===== src/rtl/particle_pool_update_core_defines.svh =====
// ----------------------------------------------------------------------------
// Assertion macros for the particle pool update core
// Simulation-only checks; empty bodies under SYNTH.
// ----------------------------------------------------------------------------
`ifndef PARTICLE_POOL_UPDATE_CORE_DEFINES_SVH
`define PARTICLE_POOL_UPDATE_CORE_DEFINES_SVH
`ifndef SYNTH
`define PPU_ASSERT_IMPL(label, ante, cons) \
  label: assert property (@(posedge clk) disable iff (!rst_n) (ante) |-> (cons)) \
    else $error("assertion failed");
`define PPU_ASSERT_NEXT(label, ante, cons) \
  label: assert property (@(posedge clk) disable iff (!rst_n) (ante) |=> (cons)) \
    else $error("assertion failed");
`else
`define PPU_ASSERT_IMPL(label, ante, cons)
`define PPU_ASSERT_NEXT(label, ante, cons)
`endif
`endif


===== src/rtl/ppu_pkg.sv =====
// ----------------------------------------------------------------------------
// ppu_pkg
// Shared constants and types for the particle pool update core.
// ----------------------------------------------------------------------------
package ppu_pkg;
  localparam int unsigned MaxParticles = 64;
  localparam logic [23:0] Max24        = 24'hFFFFFF;
  localparam logic [16:0] OneQ16       = 17'h10000;
  localparam logic [15:0] GrowthReset  = 16'h8000;

  typedef enum logic {OP_TICK = 1'b0, OP_SPAWN = 1'b1} op_t;
  typedef enum logic {KIND_SLOT = 1'b0, KIND_SPAWN = 1'b1} kind_t;

  // divider control between the core and the alpha divider
  typedef struct packed {
    logic start;
    logic busy;
    logic done;
  } div_ctl_t;
endpackage


===== src/rtl/ppu_div.sv =====
// ----------------------------------------------------------------------------
// ppu_div
// Restoring divider, one quotient bit per cycle: (age << 16) / life.
// ----------------------------------------------------------------------------
module ppu_div
  import ppu_pkg::*;
(
  input  logic        clk,
  input  logic        rst_n,
  input  logic        start,
  input  logic [23:0] age,
  input  logic [23:0] life,
  output div_ctl_t    ctl,
  output logic [16:0] quot
);
  logic [39:0] num_r,  num_nxt;
  logic [24:0] rem_r,  rem_nxt;
  logic [5:0]  cnt_r,  cnt_nxt;
  logic        busy_r, busy_nxt;
  logic        done_r, done_nxt;
  logic [24:0] trial;
  logic [24:0] shifted;

  always_comb begin
    num_nxt  = num_r;
    rem_nxt  = rem_r;
    cnt_nxt  = cnt_r;
    busy_nxt = busy_r;
    done_nxt = 1'b0;
    shifted  = {rem_r[23:0], num_r[39]};
    trial    = shifted - {1'b0, life};
    if (start) begin
      num_nxt  = {age, 16'h0};
      rem_nxt  = '0;
      cnt_nxt  = 6'd40;
      busy_nxt = 1'b1;
    end else if (busy_r) begin
      if (!trial[24]) begin
        rem_nxt = trial;
        num_nxt = {num_r[38:0], 1'b1};
      end else begin
        rem_nxt = shifted;
        num_nxt = {num_r[38:0], 1'b0};
      end
      cnt_nxt = cnt_r - 6'd1;
      if (cnt_r == 6'd1) begin
        busy_nxt = 1'b0;
        done_nxt = 1'b1;
      end
    end
  end

  always_ff @(posedge clk) begin
    if (!rst_n) begin
      busy_r <= 1'b0;
      done_r <= 1'b0;
      cnt_r  <= '0;
    end else begin
      busy_r <= busy_nxt;
      done_r <= done_nxt;
      cnt_r  <= cnt_nxt;
    end
    num_r <= num_nxt;
    rem_r <= rem_nxt;
  end

  // age < life so the quotient stays below 65536
  assign quot      = num_r[16:0];
  assign ctl.start = start;
  assign ctl.busy  = busy_r;
  assign ctl.done  = done_r;
endmodule


===== config.mk =====
export PLATFORM = sky130hd
export DESIGN_NAME = ppu_div
export DESIGN_NICKNAME = d
export VERILOG_FILES = /design/src/rtl/particle_pool_update_core_defines.svh /design/src/rtl/ppu_pkg.sv /design/src/rtl/ppu_div.sv
export SDC_FILE = /design/constraint.sdc
export NUM_CORES = 1
export LEC_CHECK = 0
export BUFFER_PORTS_ARGS = -buffer_cell sky130_fd_sc_hd__buf_2
export CAP_MARGIN = 20
export CORE_MARGIN = 4
export CORE_UTILIZATION = 30
export CTS_CLUSTER_DIAMETER = 100
export DETAILED_ROUTE_END_ITERATION = 8
export GPL_ROUTABILITY_DRIVEN = 1
export PLACE_DENSITY_LB_ADDON = 0.12
export SLEW_MARGIN = 20
export SYNTH_ARGS = -nofsm -noshare
export SYNTH_HDL_FRONTEND = slang
export SYNTH_SLANG_ARGS = --single-unit

===== constraint.sdc =====
create_clock -name clk -period 2.79 [get_ports clk]
set_clock_uncertainty 0.1 [all_clocks]
set_input_delay 0.558 -clock clk [delete_from_list [all_inputs] [get_ports clk]]
set_output_delay 0.558 -clock clk [all_outputs]
set_load 0.1 [all_outputs]

[Yosys cells after proc, flatten, opt, wreduce, memory -nomap -nowiden]
Index checks and enable logic that the tools add are counted.
Operators by class
  reductions and logical operators: 3
  equality and inequality tests: 1
  add/subtract/negate cells: 2
  bitwise gates (word level): 2
  muxes and demuxes: 10
Operators with widths (number)
  40-bit two-way mux: 2
  25-bit by 24-bit subtractor with 25-bit output: 1
  24-bit two-way mux: 1
  6-bit two-way mux: 2
  6-bit by 1-bit == test with 1-bit output (second input constant): 1
  6-bit by 1-bit subtractor with 6-bit output (second input constant): 1
  1-bit two-way mux: 5
  3-bit OR reduction: 1
  1-bit NOT: 2
  2-bit nonzero test: 1
  2-bit OR reduction: 1
Word-level totals
  logic and storage cells: 25
  input bits: 51
  output and inout port bits: 20
  flip-flop bits (word level): 72

[Logic depth before layout (Yosys ltp)]
  depth after elaboration: 4
  mapped depth: 14
  mapped depth without buffers: 13

[Worst setup path before layout]
No wires, ideal clock.
  path kind: input to register
  start: in life[0]
  end: reg rem_r[19]
  path buffers: 1
  path slack: -0.265 ns
  stages on the path: 12
  setup time: 0.147 ns
  arrival: 2.808 ns
  required time: 2.543 ns
  cells stage by stage: ha_1 > inv_1 > fa_1 > a21o_1 > a221oi_2 > o21a_1 > o2111ai_4 > nand2_4 > xnor2_4 > buf_4 > mux2i_1 > o22ai_1
Between the ends
  longest elaborated chain between the ends: 2
Ends and longest elaborated chain
  from (decl): RTL line ppu_div.sv:12  | input logic [23:0] life,
  25-bit by 24-bit subtractor with 25-bit output: RTL line ppu_div.sv:31  | trial = shifted - {1'b0, life};
  24-bit two-way mux: RTL line ppu_div.sv:38  | if (!trial[24]) begin
  to (signal assigned): RTL line ppu_div.sv:64  | rem_r <= rem_nxt;
  to (decl): RTL line ppu_div.sv:17  | logic [24:0] rem_r, rem_nxt;
Every way passes these cells.
A chain may end at the register's enable or synchronous reset.

[Worst setup path after layout]
  start: reg num_r[39]
  end: reg rem_r[5]
Between the ends
  longest elaborated chain between the ends: 2
Ends and longest elaborated chain
  from (decl): RTL line ppu_div.sv:16  | logic [39:0] num_r, num_nxt;
  from (signal assigned): RTL line ppu_div.sv:63  | num_r <= num_nxt;
  25-bit by 24-bit subtractor with 25-bit output: RTL line ppu_div.sv:31
  24-bit two-way mux: RTL line ppu_div.sv:38
Every way passes these cells.

==> results.md <==
- Register area share after synthesis: 38.8%
- Max Cap Violations: 0
- Critical-path cell list: inv_2 -> ha_4 -> inv_2 -> fa_2 -> a21o_1 -> a221oi_2 -> o21a_2 -> o2111ai_4 -> nand2_4 -> xnor2_4 -> buf_12 -> mux2i_2 -> a211oi_1
- Largest stage delay on the critical path: 0.41 ns
- Global-route wire length before repair: 17.7 mm
- Share of the synthesized area in the top cell type: 22.1%
- Share of post-route cells with drive strength above 1: 34.1%
- Vias in the first global route: 3,679
- Crit path top cell by count: inv_2
- Post-synth top area cell: dfxtp_1
- Placed instance area: 5270 µm²
- Detailed Route WL: 10.7 mm
- Maximum VDD drop: 265 µV
- TritonCTS clock tree: yes
- Crit-path max FO: 8
- Critical path required time: 2.90 ns
- Area grow syn2layout: 31.3%
- Ys async rst share: 0%
- CP Capture Type: flip-flop
- Vias per cell: 4.77
- Slew HR: 67.2%
- Die Height: 128 µm
- Synth Area per Inst: 9.45 µm²
- CTS Hold Bufs: 0
- Final Cell Area: 5700 µm²
- Setup ws final: -0.0925 ns
- F_max: 347 MHz
- Clock transition at path regs: 0.06 ns
- PD cells: 530 nW/µm²
- Antenna violations before repair: 0
- Pins Over Slew Limit: 0
- Leak pwr: 0.00260 µW
- All-Layer GR Usage: 13.3%
- Post-Syn Area: 4340 µm²
- Failing checks: setup timing
- Filler cells: 1,417
- Unrepaired setup endpoints after global routing: yes
- CP Launch Type: flip-flop
- Drt first pass iters: 4
- Count of final hold-check violations: 0
- Top FF cell, synth: dfxtp_1
- Gpl congestion: 0.815
- DR WL/cell: 14.1 µm
- Min Clock Period, post-route: 2.88 ns
- Status: finished with violations
- Via count: 3,614
- Area contributors post-synth: dfxtp_1 (22%), edfxtp_1 (17%), mux2i_1 (7.6%)
- Inserted Clock Buffers: 9
- Buffers & Inverters on Critical Path: 3
- Die X: 128 µm
- Full die area: 16,500 µm²
- Worst path slowest cell: edfxtp_1
- Final period util: 103%
- Post-Synth Simple-Gate Area: 11.5%
- Main combinational cell family by area after synthesis: compound AO/OA/AOI/OAI gates
- CORE AREA: 14,000 µm²
- Finish-stage setup viols: 18
- Unique masters post-synth: 52
- I/O pin count: 71
- EDFF count, synth: 24
- Post-Synth Adder-Cell Area: 7.96%
- Clk_lat worst skew: 0.33 ns
- Post-synthesis cell count: 459
- Max clock buf depth: 2
- Root Buffer: clkbuf_16
- Pin count of the biggest net entering global routing: 32
- XOR/XNOR share of the synthesized area: 5.88%
- Post-synthesis compound-gate area fraction: 19.6%
- Mux contribution to synthesized area: 7.61%
- # DRC: 0
- Worst-margin pin slew: 0.495 ns
- Detailed placement HPWL: 7.91 mm
- Sink Count: 72
- Initial Utilization: 30.9%
- Top delay family on crit path: compound AO/OA/AOI/OAI gates
- Fin Setup TNS: -0.972 ns
- Maximum level of the CTS H-tree: 3
- N_diodes: 0
- I/O Buffers: 70
- Row cnt: 43
- Layout Nets: 651
- Commonest non-fill, non-tap cell in the layout: buf_4
- Initial DRC Count: 244
- Worst min-delay path class: reg -> reg
- Crit Path Class: reg -> reg
- GRT Residual Overflow: 0
- ANT nets after route: 0
- Worst EP arrival: 2.99 ns
- #FFs+latches synth: 72
- Ys Warns: 0
- Highest-count cells in the layout ignoring fill and taps: buf_4 (70), buf_2 (69), dfxtp_1 (47), nor2_1 (41), inv_1 (30)
- Mapped Nets: 537
## synthesized netlist by cell type, drive strengths merged, types with 16 or more instances
master and n:
dfxtp 48, ha 26, a21oi 26, nand2 29
xnor2 16, mux2i 33, a22o 24, buf 30
nor2 44, o21ai 24, edfxtp 24, inv 32
## sequential cells by signal, summed over array words and instances (netlist names)
name,flops
cnt_r,6
rem_r,24
done_r,1
num_r,40
busy_r,1
## tightest hold or removal path, delay by kind of cell, from the launching register on
family	cells	cell delay [ns]
AO/OA/AOI/OAI	1	0.05
flip-flops	1	0.33
AND/OR/NAND/NOR	1	0.05
## through the flow
step	total power [µW]	setup WS (ns)	hold WS (ns)	utilization (%)	instances
after floorplan	1620	-0.108	0.335	-	459
after global placement	1860	-0.314	0.356	37.5	738
after detailed placement	1860	-0.377	0.349	37.5	738
after CTS	3040	-0.115	0.367	39.9	756
after global routing	3200	-0.220	0.400	40.6	758
final	3020	-0.0925	0.377	40.6	758
## per-layer routing
layer | wire length (µm) | GRT usage [%] | vias to the layer above
li1 | - | - | 1847
met1 | 5080 | 18.1 | 1688
met2 | 4970 | 21.1 | 68
met3 | 492 | 2.96 | 11
met4 | 109 | 3.93 | 0
met5 | 0 | 0 | -
## report_power, final
part	internal, µW	switching (µW)	leakage, µW	total, µW
Clock	692	457	0.000143	1150
Sequential	1150	35.8	0.000643	1190
Combinational	340	345	0.00182	685
Total	2180	838	0.00260	3020
## logic make-up after synthesis
logic type | Yosys count
xor+xnor | 27
simple gates | 107
buf+inv | 73
compound gates | 120
fa+ha+maj | 27
mux | 33
flops | 72
## what timing repair did
item,in CTS,in global routing
gates resized for setup,8,17
pin swaps,7,7
setup endpoints to repair,23,25
setup buffers,2,2
## worst paths after layout
kind	start	end	slack, ns	depth (start not counted)
worst max-delay path	num_r[39]	rem_r[5]	-0.09	13
worst min register to register	rem_r[3]	rem_r[3]	0.38	2
worst max register to register	num_r[39]	rem_r[5]	-0.09	13
worst min-delay path	rem_r[3]	rem_r[3]	0.38	2
## final cells by class
type                    count  area (µm²)  share of cell area, %
clock inverters             7        72.6                   1.27
flip-flops and latches     72        1680                   29.5
repair buffers            144         962                   16.9
well taps                 180         225                   3.95
multi-input cells         314        2410                   42.3
inverters                  32         120                   2.11
clock buffers               9         225                   3.95
No activity file was read; power rests on OpenSTA's default activity.
